## src/rtl/lpgz_pkg.sv

```systemverilog
// ----------------------------------------------------------------------------
// lpgz_pkg
// Shared types and constants for the line point generator with depth.
// ----------------------------------------------------------------------------
package lpgz_pkg;

  localparam int COORD_WIDTH_DEF = 16;

  // action codes on the input channel
  localparam logic ACT_LOAD = 1'b0;
  localparam logic ACT_NEXT = 1'b1;

  typedef enum logic [2:0] {
    ST_IDLE,
    ST_PREP_Y,
    ST_PREP_X,
    ST_DIV_START,
    ST_DIV_MINOR,
    ST_DIV_DEPTH,
    ST_SWEEP,
    ST_LAST
  } state_t;

  typedef struct packed {
    logic load;       // latch endpoints, emit start point
    logic prep;       // set up a sweep along the axis below
    logic axis_x;     // 1: x-major sweep, 0: y-major sweep
    logic div_start;  // launch the shared divider
    logic div_depth;  // divider dividend is dz rather than the minor delta
    logic cap_minor;  // capture quotient/remainder for the minor coordinate
    logic cap_depth;  // capture quotient/remainder for depth
    logic step;       // advance one sweep point and emit it
    logic emit_end;   // emit the end point, flagged last
  } dp_cmd_t;

  typedef struct packed {
    logic y_zero;       // dy is zero: y sweep empty
    logic x_zero;       // dx is zero: x sweep empty
    logic div_done;     // divider result ready this cycle
    logic sweep_final;  // next step is the last of the sweep
    logic axis_x;       // current sweep is x-major
    logic out_busy;     // output register full and stalled
  } dp_status_t;

endpackage

```

## src/rtl/lpgz_div.sv

```systemverilog
// ----------------------------------------------------------------------------
// lpgz_div
// Iterative restoring divider, one quotient bit per cycle, floored result:
// signed dividend over positive divisor, nonnegative remainder.
// ----------------------------------------------------------------------------
module lpgz_div #(
  parameter int W = lpgz_pkg::COORD_WIDTH_DEF
) (
  input  logic         clk,
  input  logic         rst_n,
  input  logic         start,
  input  logic [W:0]   dividend,
  input  logic [W-1:0] divisor,
  output logic         done,
  output logic [W:0]   quot,
  output logic [W-1:0] rem
);

  localparam int CW = $clog2(W);

  logic          busy_r, busy_nxt;
  logic          done_r, done_nxt;
  logic [CW-1:0] cnt_r, cnt_nxt;
  logic          neg_r;
  logic [W-1:0]  dvs_r;
  logic [W-1:0]  quo_r;
  logic [W-1:0]  rem_r;

  logic [W:0]    dvd_neg;
  logic [W-1:0]  dvd_mag;
  logic [W:0]    trial;
  logic [W:0]    trial_sub;
  logic          qbit;
  logic [W:0]    qa;

  assign dvd_neg   = -dividend;
  assign dvd_mag   = dividend[W] ? dvd_neg[W-1:0] : dividend[W-1:0];
  assign trial     = {rem_r, quo_r[W-1]};
  assign trial_sub = trial - {1'b0, dvs_r};
  assign qbit      = (trial >= {1'b0, dvs_r});

  always_comb begin
    busy_nxt = busy_r;
    cnt_nxt  = cnt_r;
    done_nxt = 1'b0;
    if (start) begin
      busy_nxt = 1'b1;
      cnt_nxt  = '0;
    end else if (busy_r) begin
      cnt_nxt = cnt_r + {{(CW-1){1'b0}}, 1'b1};
      if (cnt_r == CW'(W - 1)) begin
        busy_nxt = 1'b0;
        done_nxt = 1'b1;
      end
    end
  end

  always_ff @(posedge clk) begin
    if (!rst_n) begin
      busy_r <= 1'b0;
      done_r <= 1'b0;
      cnt_r  <= '0;
    end else begin
      busy_r <= busy_nxt;
      done_r <= done_nxt;
      cnt_r  <= cnt_nxt;
    end
  end

  always_ff @(posedge clk) begin
    if (start) begin
      neg_r <= dividend[W];
      dvs_r <= divisor;
      quo_r <= dvd_mag;
      rem_r <= '0;
    end else if (busy_r) begin
      quo_r <= {quo_r[W-2:0], qbit};
      rem_r <= qbit ? trial_sub[W-1:0] : trial[W-1:0];
    end
  end

  // floor correction for a negative dividend
  assign qa = {1'b0, quo_r};

  always_comb begin
    if (neg_r && (rem_r != '0)) begin
      quot = ~qa;
      rem  = dvs_r - rem_r;
    end else if (neg_r) begin
      quot = -qa;
      rem  = rem_r;
    end else begin
      quot = qa;
      rem  = rem_r;
    end
  end

  assign done = done_r;

endmodule

```

## src/rtl/lpgz_datapath.sv

```systemverilog
// ----------------------------------------------------------------------------
// lpgz_datapath
// Endpoint store, sweep counters, remainder accumulators, shared divider
// and the output register.
// ----------------------------------------------------------------------------
module lpgz_datapath #(
  parameter int W = lpgz_pkg::COORD_WIDTH_DEF
) (
  input  logic                 clk,
  input  logic                 rst_n,
  input  lpgz_pkg::dp_cmd_t    cmd,
  output lpgz_pkg::dp_status_t st,
  input  logic [W-1:0]         x_start,
  input  logic [W-1:0]         y_start,
  input  logic [W-1:0]         z_start,
  input  logic [W-1:0]         x_end,
  input  logic [W-1:0]         y_end,
  input  logic [W-1:0]         z_end,
  input  logic                 out_stall,
  output logic                 out_valid,
  output logic [W-1:0]         point_x,
  output logic [W-1:0]         point_y,
  output logic [W-1:0]         point_z,
  output logic                 last_point
);

  logic [W-1:0] xs_r, ys_r, zs_r, xe_r, ye_r, ze_r;
  logic [W-1:0] cx_r, cy_r, cz_r;
  logic [W-1:0] n_r, idx_r;
  logic         axis_x_r;
  logic         dir_neg_r;
  logic [W:0]   q0_r, q1_r;
  logic [W-1:0] r0_r, r1_r, a0_r, a1_r;
  logic         out_valid_r;
  logic [W-1:0] ox_r, oy_r, oz_r;
  logic         olast_r;

  logic [W:0]   dx, dy, dz, dx_neg, dy_neg;
  logic [W-1:0] abs_x, abs_y;
  logic [W:0]   div_dvd;
  logic         div_done;
  logic [W:0]   div_quot;
  logic [W-1:0] div_rem;
  logic [W-1:0] idx_inc;
  logic [W:0]   sum0, sum1, sub0, sub1;
  logic         c0, c1;
  logic [W-1:0] a0_nxt, a1_nxt;
  logic [W-1:0] minor_cur, minor_nxt, major_cur, major_nxt, z_nxt;
  logic [W-1:0] step_x, step_y;

  assign dx     = {xe_r[W-1], xe_r} - {xs_r[W-1], xs_r};
  assign dy     = {ye_r[W-1], ye_r} - {ys_r[W-1], ys_r};
  assign dz     = {ze_r[W-1], ze_r} - {zs_r[W-1], zs_r};
  assign dx_neg = -dx;
  assign dy_neg = -dy;
  assign abs_x  = dx[W] ? dx_neg[W-1:0] : dx[W-1:0];
  assign abs_y  = dy[W] ? dy_neg[W-1:0] : dy[W-1:0];

  assign div_dvd = cmd.div_depth ? dz : (axis_x_r ? dy : dx);

  lpgz_div #(.W(W)) u_div (
    .clk      (clk),
    .rst_n    (rst_n),
    .start    (cmd.div_start),
    .dividend (div_dvd),
    .divisor  (n_r),
    .done     (div_done),
    .quot     (div_quot),
    .rem      (div_rem)
  );

  // carry one unit whenever the accumulator reaches the sweep length
  assign sum0   = {1'b0, a0_r} + {1'b0, r0_r};
  assign sum1   = {1'b0, a1_r} + {1'b0, r1_r};
  assign sub0   = sum0 - {1'b0, n_r};
  assign sub1   = sum1 - {1'b0, n_r};
  assign c0     = (sum0 >= {1'b0, n_r});
  assign c1     = (sum1 >= {1'b0, n_r});
  assign a0_nxt = c0 ? sub0[W-1:0] : sum0[W-1:0];
  assign a1_nxt = c1 ? sub1[W-1:0] : sum1[W-1:0];

  assign minor_cur = axis_x_r ? cy_r : cx_r;
  assign major_cur = axis_x_r ? cx_r : cy_r;
  assign minor_nxt = minor_cur + q0_r[W-1:0] + {{(W-1){1'b0}}, c0};
  assign z_nxt     = cz_r + q1_r[W-1:0] + {{(W-1){1'b0}}, c1};
  assign major_nxt = dir_neg_r ? major_cur - {{(W-1){1'b0}}, 1'b1}
                               : major_cur + {{(W-1){1'b0}}, 1'b1};
  assign step_x    = axis_x_r ? major_nxt : minor_nxt;
  assign step_y    = axis_x_r ? minor_nxt : major_nxt;

  assign idx_inc = idx_r + {{(W-1){1'b0}}, 1'b1};

  always_ff @(posedge clk) begin
    if (cmd.load) begin
      xs_r <= x_start;
      ys_r <= y_start;
      zs_r <= z_start;
      xe_r <= x_end;
      ye_r <= y_end;
      ze_r <= z_end;
    end
  end

  always_ff @(posedge clk) begin
    if (!rst_n) begin
      axis_x_r <= 1'b0;
      idx_r    <= '0;
    end else if (cmd.prep) begin
      axis_x_r <= cmd.axis_x;
      idx_r    <= '0;
    end else if (cmd.step) begin
      idx_r <= idx_inc;
    end
  end

  always_ff @(posedge clk) begin
    if (cmd.load) begin
      cx_r <= x_start;
      cy_r <= y_start;
      cz_r <= z_start;
    end else if (cmd.prep) begin
      // restart from the start point for each sweep
      cx_r      <= xs_r;
      cy_r      <= ys_r;
      cz_r      <= zs_r;
      n_r       <= cmd.axis_x ? abs_x : abs_y;
      dir_neg_r <= cmd.axis_x ? dx[W] : dy[W];
    end else if (cmd.step) begin
      cx_r <= step_x;
      cy_r <= step_y;
      cz_r <= z_nxt;
    end
  end

  always_ff @(posedge clk) begin
    if (cmd.cap_minor) begin
      q0_r <= div_quot;
      r0_r <= div_rem;
      a0_r <= '0;
    end else if (cmd.step) begin
      a0_r <= a0_nxt;
    end
    if (cmd.cap_depth) begin
      q1_r <= div_quot;
      r1_r <= div_rem;
      a1_r <= '0;
    end else if (cmd.step) begin
      a1_r <= a1_nxt;
    end
  end

  // output register: hold while stalled, drop once taken
  always_ff @(posedge clk) begin
    if (!rst_n) begin
      out_valid_r <= 1'b0;
    end else if (cmd.load || cmd.step || cmd.emit_end) begin
      out_valid_r <= 1'b1;
    end else if (!out_stall) begin
      out_valid_r <= 1'b0;
    end
  end

  always_ff @(posedge clk) begin
    if (cmd.load) begin
      ox_r    <= x_start;
      oy_r    <= y_start;
      oz_r    <= z_start;
      olast_r <= 1'b0;
    end else if (cmd.step) begin
      ox_r    <= step_x;
      oy_r    <= step_y;
      oz_r    <= z_nxt;
      olast_r <= 1'b0;
    end else if (cmd.emit_end) begin
      ox_r    <= xe_r;
      oy_r    <= ye_r;
      oz_r    <= ze_r;
      olast_r <= 1'b1;
    end
  end

  assign st.y_zero      = (dy == '0);
  assign st.x_zero      = (dx == '0);
  assign st.div_done    = div_done;
  assign st.sweep_final = (idx_inc == n_r);
  assign st.axis_x      = axis_x_r;
  assign st.out_busy    = out_valid_r && out_stall;

  assign out_valid  = out_valid_r;
  assign point_x    = ox_r;
  assign point_y    = oy_r;
  assign point_z    = oz_r;
  assign last_point = olast_r;

endmodule

```

## src/rtl/lpgz_ctrl.sv

```systemverilog
// ----------------------------------------------------------------------------
// lpgz_ctrl
// Sequencer: accepts transactions, runs sweep set-up through the divider
// and steps the sweeps.
// ----------------------------------------------------------------------------
module lpgz_ctrl (
  input  logic                 clk,
  input  logic                 rst_n,
  input  logic                 in_valid,
  input  logic                 in_action,
  output logic                 in_stall,
  input  lpgz_pkg::dp_status_t st,
  output lpgz_pkg::dp_cmd_t    cmd
);

  lpgz_pkg::state_t state_r, state_nxt;
  logic             in_ready;
  logic             take;

  assign take     = in_valid && in_ready;
  assign in_stall = !in_ready;

  always_ff @(posedge clk) begin
    if (!rst_n) begin
      state_r <= lpgz_pkg::ST_IDLE;
    end else begin
      state_r <= state_nxt;
    end
  end

  always_comb begin
    state_nxt = state_r;
    cmd       = '0;
    in_ready  = 1'b0;
    case (state_r)
      lpgz_pkg::ST_IDLE: begin
        // a next-point request with no line is taken and dropped
        in_ready = !st.out_busy;
        if (take && (in_action == lpgz_pkg::ACT_LOAD)) begin
          cmd.load  = 1'b1;
          state_nxt = lpgz_pkg::ST_PREP_Y;
        end
      end
      lpgz_pkg::ST_PREP_Y: begin
        if (st.y_zero) begin
          state_nxt = lpgz_pkg::ST_PREP_X;
        end else begin
          cmd.prep   = 1'b1;
          cmd.axis_x = 1'b0;
          state_nxt  = lpgz_pkg::ST_DIV_START;
        end
      end
      lpgz_pkg::ST_PREP_X: begin
        if (st.x_zero) begin
          state_nxt = lpgz_pkg::ST_LAST;
        end else begin
          cmd.prep   = 1'b1;
          cmd.axis_x = 1'b1;
          state_nxt  = lpgz_pkg::ST_DIV_START;
        end
      end
      lpgz_pkg::ST_DIV_START: begin
        cmd.div_start = 1'b1;
        state_nxt     = lpgz_pkg::ST_DIV_MINOR;
      end
      lpgz_pkg::ST_DIV_MINOR: begin
        if (st.div_done) begin
          cmd.cap_minor = 1'b1;
          cmd.div_start = 1'b1;
          cmd.div_depth = 1'b1;
          state_nxt     = lpgz_pkg::ST_DIV_DEPTH;
        end
      end
      lpgz_pkg::ST_DIV_DEPTH: begin
        if (st.div_done) begin
          cmd.cap_depth = 1'b1;
          state_nxt     = lpgz_pkg::ST_SWEEP;
        end
      end
      lpgz_pkg::ST_SWEEP: begin
        in_ready = !st.out_busy;
        if (take) begin
          if (in_action == lpgz_pkg::ACT_LOAD) begin
            cmd.load  = 1'b1;
            state_nxt = lpgz_pkg::ST_PREP_Y;
          end else begin
            cmd.step = 1'b1;
            if (st.sweep_final) begin
              state_nxt = st.axis_x ? lpgz_pkg::ST_LAST : lpgz_pkg::ST_PREP_X;
            end
          end
        end
      end
      lpgz_pkg::ST_LAST: begin
        in_ready = !st.out_busy;
        if (take) begin
          if (in_action == lpgz_pkg::ACT_LOAD) begin
            cmd.load  = 1'b1;
            state_nxt = lpgz_pkg::ST_PREP_Y;
          end else begin
            cmd.emit_end = 1'b1;
            state_nxt    = lpgz_pkg::ST_IDLE;
          end
        end
      end
      default: begin
        state_nxt = lpgz_pkg::ST_IDLE;
      end
    endcase
  end

endmodule

```

## src/rtl/line_point_generator_z_interp_unit.sv

```systemverilog
// A result appears in the output register in the cycle after its transaction is taken.
// Throughput: one point per cycle along a sweep while the output is taken.
// After a load, and again between the y sweep and the x sweep, the input stalls while
// two floored divisions run on one shared bit-serial divider.
// Reset (rst_n low, synchronous): no line loaded, output register empty.
// ----------------------------------------------------------------------------
// line_point_generator_z_interp_unit
// Line point generator with exact floored depth and minor-axis interpolation.
// ----------------------------------------------------------------------------
module line_point_generator_z_interp_unit #(
  parameter int COORD_WIDTH = lpgz_pkg::COORD_WIDTH_DEF
) (
  input  logic                          clk,
  input  logic                          rst_n,
  input  logic                          in_valid,
  output logic                          in_stall,
  input  logic                          in_action,
  input  logic signed [COORD_WIDTH-1:0] in_x_start,
  input  logic signed [COORD_WIDTH-1:0] in_y_start,
  input  logic signed [COORD_WIDTH-1:0] in_z_start,
  input  logic signed [COORD_WIDTH-1:0] in_x_end,
  input  logic signed [COORD_WIDTH-1:0] in_y_end,
  input  logic signed [COORD_WIDTH-1:0] in_z_end,
  output logic                          out_valid,
  input  logic                          out_stall,
  output logic signed [COORD_WIDTH-1:0] out_point_x,
  output logic signed [COORD_WIDTH-1:0] out_point_y,
  output logic signed [COORD_WIDTH-1:0] out_point_z,
  output logic                          out_last_point
);

  lpgz_pkg::dp_cmd_t    cmd;
  lpgz_pkg::dp_status_t st;
  logic [COORD_WIDTH-1:0] px, py, pz;

  lpgz_ctrl u_ctrl (
    .clk       (clk),
    .rst_n     (rst_n),
    .in_valid  (in_valid),
    .in_action (in_action),
    .in_stall  (in_stall),
    .st        (st),
    .cmd       (cmd)
  );

  lpgz_datapath #(.W(COORD_WIDTH)) u_dp (
    .clk        (clk),
    .rst_n      (rst_n),
    .cmd        (cmd),
    .st         (st),
    .x_start    (in_x_start),
    .y_start    (in_y_start),
    .z_start    (in_z_start),
    .x_end      (in_x_end),
    .y_end      (in_y_end),
    .z_end      (in_z_end),
    .out_stall  (out_stall),
    .out_valid  (out_valid),
    .point_x    (px),
    .point_y    (py),
    .point_z    (pz),
    .last_point (out_last_point)
  );

  assign out_point_x = px;
  assign out_point_y = py;
  assign out_point_z = pz;

endmodule

```

## config.mk

```make
export PLATFORM = sky130hd
export DESIGN_NAME = line_point_generator_z_interp_unit
export DESIGN_NICKNAME = d
export VERILOG_FILES = /design/src/rtl/lpgz_pkg.sv /design/src/rtl/lpgz_div.sv /design/src/rtl/lpgz_datapath.sv /design/src/rtl/lpgz_ctrl.sv /design/src/rtl/line_point_generator_z_interp_unit.sv
export SDC_FILE = /design/constraint.sdc
export NUM_CORES = 1
export LEC_CHECK = 0
export ABC_AREA = 0
export BUFFER_PORTS_ARGS = -buffer_cell sky130_fd_sc_hd__buf_2
export CAP_MARGIN = 25
export CORE_UTILIZATION = 53
export CTS_CLUSTER_DIAMETER = 150
export DETAILED_ROUTE_END_ITERATION = 6
export PLACE_DENSITY_LB_ADDON = 0.05
export RECOVER_POWER = 100
export SLEW_MARGIN = 20
export SYNTH_ARGS = -nofsm -noshare
export SYNTH_HDL_FRONTEND = slang
export SYNTH_SLANG_ARGS = --single-unit
```

## constraint.sdc

```tcl
create_clock -name clk -period 6.15 [get_ports clk]
set_input_delay 1.23 -clock clk [delete_from_list [all_inputs] [get_ports clk]]
set_output_delay 1.23 -clock clk [all_outputs]
set_load 0.005 [all_outputs]
```

* Yosys cells after proc, flatten, opt, wreduce, memory -nomap -nowiden
Index checks and enable logic that the tools add are counted.
** Word-level totals
- Input bits :: 101
- Bits in registers :: 382
- Output and inout bits :: 51
- Logic and storage cells :: 173
** Cells by class
- Mux-type cells :: 73
- Order comparisons :: 3
- Reductions and logical operators :: 23
- Eq/ne operators :: 16
- Bitwise logic cells :: 5
- Add/sub/neg operators :: 21
** Operators with widths (count)
- $mux W16 :: 35
- $neg A16 Y16 :: 4
- $sub A16 B16 Y16 :: 4
- $ge A17 B16 Y1 :: 3
- $sub A16 B16 Y17 :: 3
- $add A16 B16 Y17 :: 2
- $logic_not A17 Y1 :: 2
- $mux W17 :: 2
- $add A16 B1 Y16 :: 2
- $add A16 B1 Y16 const B :: 2
- $add A16 B16 Y16 :: 2
- $mux W3 :: 10
- $pmux W3 S8 :: 1
- $mux W1 :: 19
- $eq A16 B16 Y1 :: 1
- $not A16 Y16 :: 1
- $reduce_bool A16 Y1 :: 1
- $sub A16 B1 Y16 const B :: 1
- $eq A3 B3 Y1 const B :: 4
- $ne A2 B1 Y1 const B :: 6
- $reduce_or A2 Y1 :: 4
- $eq A3 B2 Y1 const B :: 2
- $mux W2 :: 3
- $reduce_and A6 Y1 :: 1
- 15 further kinds :: 26

* Depth between registers and ports, before layout
- Depth after elaboration :: 10
- Mapped depth :: 31
- Depth with buffers taken out :: 29

* Modules after synthesis
From an unflattened synthesis, not the netlist that was laid out.
** Second synthesis, totals
- Cell total of the unflattened synthesis :: 2816
- Area total of the unflattened synthesis :: 26845.7 um2
** By module, submodules not included
- lpgz_datapath :: times used 1, area an instance 21858.5 um2, seq. area each 9218.8 um2, cells each 2219
- lpgz_div :: times used 1, area an instance 4635.7 um2, seq. area each 1431.4 um2, cells each 546
- lpgz_ctrl :: times used 1, area an instance 351.6 um2, seq. area each 60.1 um2, cells each 51

* Worst setup path after synthesis
Ideal clock, no wire load.
- Path type :: register to register
- Start point :: register u_dp.r0_r[0]
- End point :: register u_dp.cx_r[15] (data pin)
- Library setup time :: 0.261 ns
- Clock period less this slack :: 6.653 ns
- Path buffers :: 1
- Setup slack :: -0.503 ns
- Required time :: 5.889 ns
- Stages on the path, launching flop included :: 27
- Arrival time :: 6.392 ns
- Cell sequence :: edfxtp_1 > ha_1 > fa_1 > a211oi_1 > o21ai_0 > a311oi_1 > o21ai_0 > o21ai_0 > xnor2_1 > ha_1 > a21oi_1 > nand2_1 > o21a_1 > a21o_1 > a31oi_1 > clkbuf_1 > fa_1 > nor2b_1 > o21ai_0 > o22ai_1 > a2111oi_0 > a21oi_1 > a41oi_1 > mux2i_1 > a211o_1 > xor2_1 > a221o_1
** On the way
- Cells in the longest elaborated chain, start to end :: 7
** RTL lines
- start: declaration :: line lpgz_datapath.sv:33 : logic [W-1:0] r0_r, r1_r, a0_r, a1_r;
- start signal: assignment :: line lpgz_datapath.sv:138 : r0_r <= div_rem;
- $add A16 B16 Y17 :: line lpgz_datapath.sv:73 : assign sum0 = {1'b0, a0_r} + {1'b0, r0_r};
- $ge A17 B16 Y1 :: line lpgz_datapath.sv:77 : assign c0 = (sum0 >= {1'b0, n_r});
- $add A16 B1 Y16 :: line lpgz_datapath.sv:84 : assign minor_nxt = minor_cur + q0_r[W-1:0] + {{(W-1){1'b0}}, c0};
- $mux W16 :: line lpgz_datapath.sv:88 : assign step_x = axis_x_r ? major_nxt : minor_nxt;
- $mux W16 :: line lpgz_datapath.sv:128 : end else if (cmd.step) begin
- $mux W16 :: line lpgz_datapath.sv:121 : end else if (cmd.prep) begin
- $mux W16 :: line lpgz_datapath.sv:117 : if (cmd.load) begin
- end signal: assignment :: line lpgz_datapath.sv:118 : cx_r <= x_start;
- end signal: assignment :: line lpgz_datapath.sv:123 : cx_r <= xs_r;
- end signal: assignment :: line lpgz_datapath.sv:129 : cx_r <= step_x;
- end: declaration :: line lpgz_datapath.sv:28 : logic [W-1:0] cx_r, cy_r, cz_r;
No other way between the ends. The select of a mux whose other input is x is not followed.
A chain may end at the register's enable or synchronous reset.

* Worst setup path in the final report
- Start point :: register u_dp.r0_r[1]
- End point :: register u_dp.oy_r[14] (netlist: u_dp.point_y[14]) (data pin)
** On the way
- Cells in the longest elaborated chain, start to end :: 6
** RTL lines
- $add A16 B16 Y17 :: line lpgz_datapath.sv:73
- $ge A17 B16 Y1 :: line lpgz_datapath.sv:77
- $add A16 B1 Y16 :: line lpgz_datapath.sv:84
- $mux W16 :: line lpgz_datapath.sv:89 : assign step_y = axis_x_r ? minor_nxt : major_nxt;
- $mux W16 :: line lpgz_datapath.sv:169 : end else if (cmd.step) begin
- $mux W16 :: line lpgz_datapath.sv:164 : if (cmd.load) begin
- end signal: assignment :: line lpgz_datapath.sv:166 : oy_r <= y_start;
- end signal: assignment :: line lpgz_datapath.sv:171 : oy_r <= step_y;
- end signal: assignment :: line lpgz_datapath.sv:176 : oy_r <= ye_r;
- end: declaration :: line lpgz_datapath.sv:35 : logic [W-1:0] ox_r, oy_r, oz_r;
No other way between the ends.

==> metrics <==
post-layout util=61.8%; Worst Setup End Kind=flop; Vias per Instance=between 6 and 7; largest net degree at the start of global routing=99; I/O pins=152; Crit Path Class=reg -> reg; Final setup viols=6; Synthesized Nets=a little under 3000; Post-synth top flop=edfxtp_1; Inserted Diodes=0; violated checks=design-rule violations, max-capacitance violations, max-slew violations, negative setup slack; global-route wire length before repair=~120000 um; Die H=roughly 220 um; fmax=roughly 160 MHz; Max rail drop VDD=around 430 uV; gate count after technology mapping=between 2000 and 3000; total number of vias=~22000; hold_buf cts=0; hpwl dp=approximately 60000 um; HP Class=reg -> reg; R2R Setup Slk=-80 ps; setup ws final=-81.4 ps; Worst Path Required=6490 ps; H-tree Lvls=2; DR DRC count=1; die width=about 220 um; # Max-Cap Violations=7; die area=around 0.05 mm2; Final period util=101%; Post-synth EDFFs=just over 300; Total GRT Usage=between 30% and 40%; Port-buffer cells=151; min Tclk post-route=~6200 ps; Inst Count DP=~3500; Clk Tree Root Cell=clkbuf_16; CP Buf/Inv Count=0; Slew headroom=-109%; Final GP Congestion=between 0.9 and 1; # rows=80; deepest clock path buffer count=3; DRT antenna net count=0; grt total ovfl=0; Pwr Total=18.6 mW; Netlist Area Pre-Place=approximately 0.026 mm2; cts bufs inserted=44; drt total wl=approximately 80000 um; DR WL/cell=22.1 um; fin cells=3573; Synth cell types=approximately 80; Synth async-reset ratio=0%; initial detailed-routing violation count=roughly 1500; fillers=4156; status=finished with violations; sequential fraction of the synthesis area=~41%; static leakage=roughly 12 nW; highest-count cells in the layout ignoring fill and taps=edfxtp_1, nor2_1, a21oi_1, ha_1, o21ai_0; Worst Path Max Fanout=3; WP data arrival=6570 ps; Placement Setup Slack=-537 ps; Yosys warning count=0; Final nets=roughly 3200; Slowest cell on crit path=edfxtp_1; #FFs+latches synth=about 380; clock-pin slew on the worst setup and hold paths=60 ps; DRT Pass-1 Iters=7; synthesized area per cell=9.74 um2; worst clock skew=between 15 and 20 ps; Final Hold Fails=0; clk_lat worst skew=600 ps; Final Max Slew Viols=320; fraction of layout cells with a size suffix above 1=~14%; Starting Density=a little over half; vias in the first global route=approximately 21000; cell family with most CP delay=compound AO/OA/AOI/OAI gates; unrepaired setup endpoints after global routing=true; P&R area growth vs syn=14.3%; Core Region=approximately 0.048 mm2; CTS tree=built; biggest cell delay along the critical path=460 ps; commonest non-fill, non-tap cell in the layout=edfxtp_1; CP Launch Type=flop; initial antenna violation count=1; Worst Tran Pin Value=between 3000 and 4000 ps; power per cell area=around 630 mW/mm2; Clock Sinks=382
[cells by family (layout without fill, tap and decap cells)]
| group | after synthesis | after routing | synth area share, % |
|---|---|---|---|
| xor gates and xnor gates | 225 | 225 | 7.56 |
| AOI/OAI and AO/OA | 784 | 784 | 20.0 |
| adders and majority gates | 205 | 205 | 10.2 |
| DFF | 382 | 382 | 41.1 |
| buffers and inverters | 258 | 500 | 3.87 |
| and+or+nand+nor | 733 | 733 | 13.7 |
| muxes | 88 | 88 | 3.55 |
[worst paths after layout]
path                start  cells after the start               end
max          u_dp.r0_r[1]                     27  u_dp.point_y[14]
min          u_dp.a0_r[0]                      2      u_dp.a0_r[0]
max reg2reg  u_dp.r0_r[1]                     27  u_dp.point_y[14]
min reg2reg  u_dp.a0_r[0]                      2      u_dp.a0_r[0]
[registers in the layout, indices dropped and copies added (netlist names), 4 cells and up]
name / count
u_dp.ys_r: 16
u_dp.u_div.dvs_r: 16
u_dp.cz_r: 16
u_dp.q1_r: 16
u_dp.a1_r: 16
u_dp.ze_r: 16
u_dp.xs_r: 16
u_dp.a0_r: 16
u_dp.q0_r: 16
u_dp.xe_r: 16
u_dp.point_x: 16
u_dp.cy_r: 16
u_dp.u_div.cnt_r: 4
u_dp.point_z: 16
u_dp.point_y: 16
u_dp.zs_r: 16
u_dp.ye_r: 16
u_dp.idx_r: 16
u_dp.r0_r: 16
u_dp.r1_r: 16
u_dp.n_r: 16
u_dp.u_div.quo_r: 16
u_dp.u_div.rem_r: 16
u_dp.cx_r: 16
[cells in the mapped netlist, types with 44 or more instances]
cell type / number / area share, %
dfxtp_1: 76 / 5.8
nor2_1: 230 / 3.3
xor2_1: 88 / 3.0
edfxtp_1: 306 / 35
ha_1: 191 / 9.2
clkbuf_1: 71 / 1.0
inv_1: 165 / 2.4
nor3_1: 52 / 1.0
mux2i_1: 52 / 2.0
nand3_1: 59 / 1.1
o21ai_0: 190 / 3.6
xnor2_1: 137 / 4.6
nand2_1: 155 / 2.2
a221o_1: 63 / 2.4
and2_1: 44 / 1.1
a21oi_1: 207 / 4.0
[final cells by class]
cell class / instances / area, um2 / area share (%)
inverter: 168 / 631 / 2.12
tap: 656 / 821 / 2.76
clock inverter: 28 / 280 / 0.941
timing repair buffer: 251 / 1410 / 4.73
multi-input combinational: 2035 / 14800 / 49.6
clock buffer: 53 / 1170 / 3.92
sequential: 382 / 10700 / 36.0
[tightest hold or removal path: stages, from the launching register on]
cell and delay, ps:
dfxtp_1 310, nand3_1 60, nand2_1 50
[power breakdown]
part | internal (mW) | switching [mW] | total [mW] | leakage, nW
sequential | 3.84 | 0.535 | 4.37 | 3.45
clock | 1.56 | 1.12 | 2.68 | 0.697
combinational | 4.78 | 6.80 | 11.6 | 7.73
[layer usage]
layer | vias up | share of wire, % | global-route usage (%)
li1 | 10400 | - | -
met1 | 10500 | 43 | 40.6
met2 | 764 | 47 | 52.1
met3 | 171 | 5.8 | 3.41
met4 | 2 | 4.6 | 13.7
met5 | - | 0.015 | 0
[what timing repair did]
| action | CTS | global route |
|---|---|---|
| setup endpoints to repair | 40 | 42 |
| buffers inserted | 11 | 15 |
| pin swaps | 31 | 56 |
| gates resized for setup | 32 | 44 |
| gates cloned | 0 | 0 |
[stage by stage]
stage	area (um2)	hold slack, ps	setup TNS (ps)
after CTS	29600	472	0
after detailed placement	28000	461	-8940
after floorplan	26100	438	0
final	29800	467	-210
after global placement	28000	447	-4000
after global routing	29800	511	-7850
No activity file was read; power rests on OpenSTA's default activity.
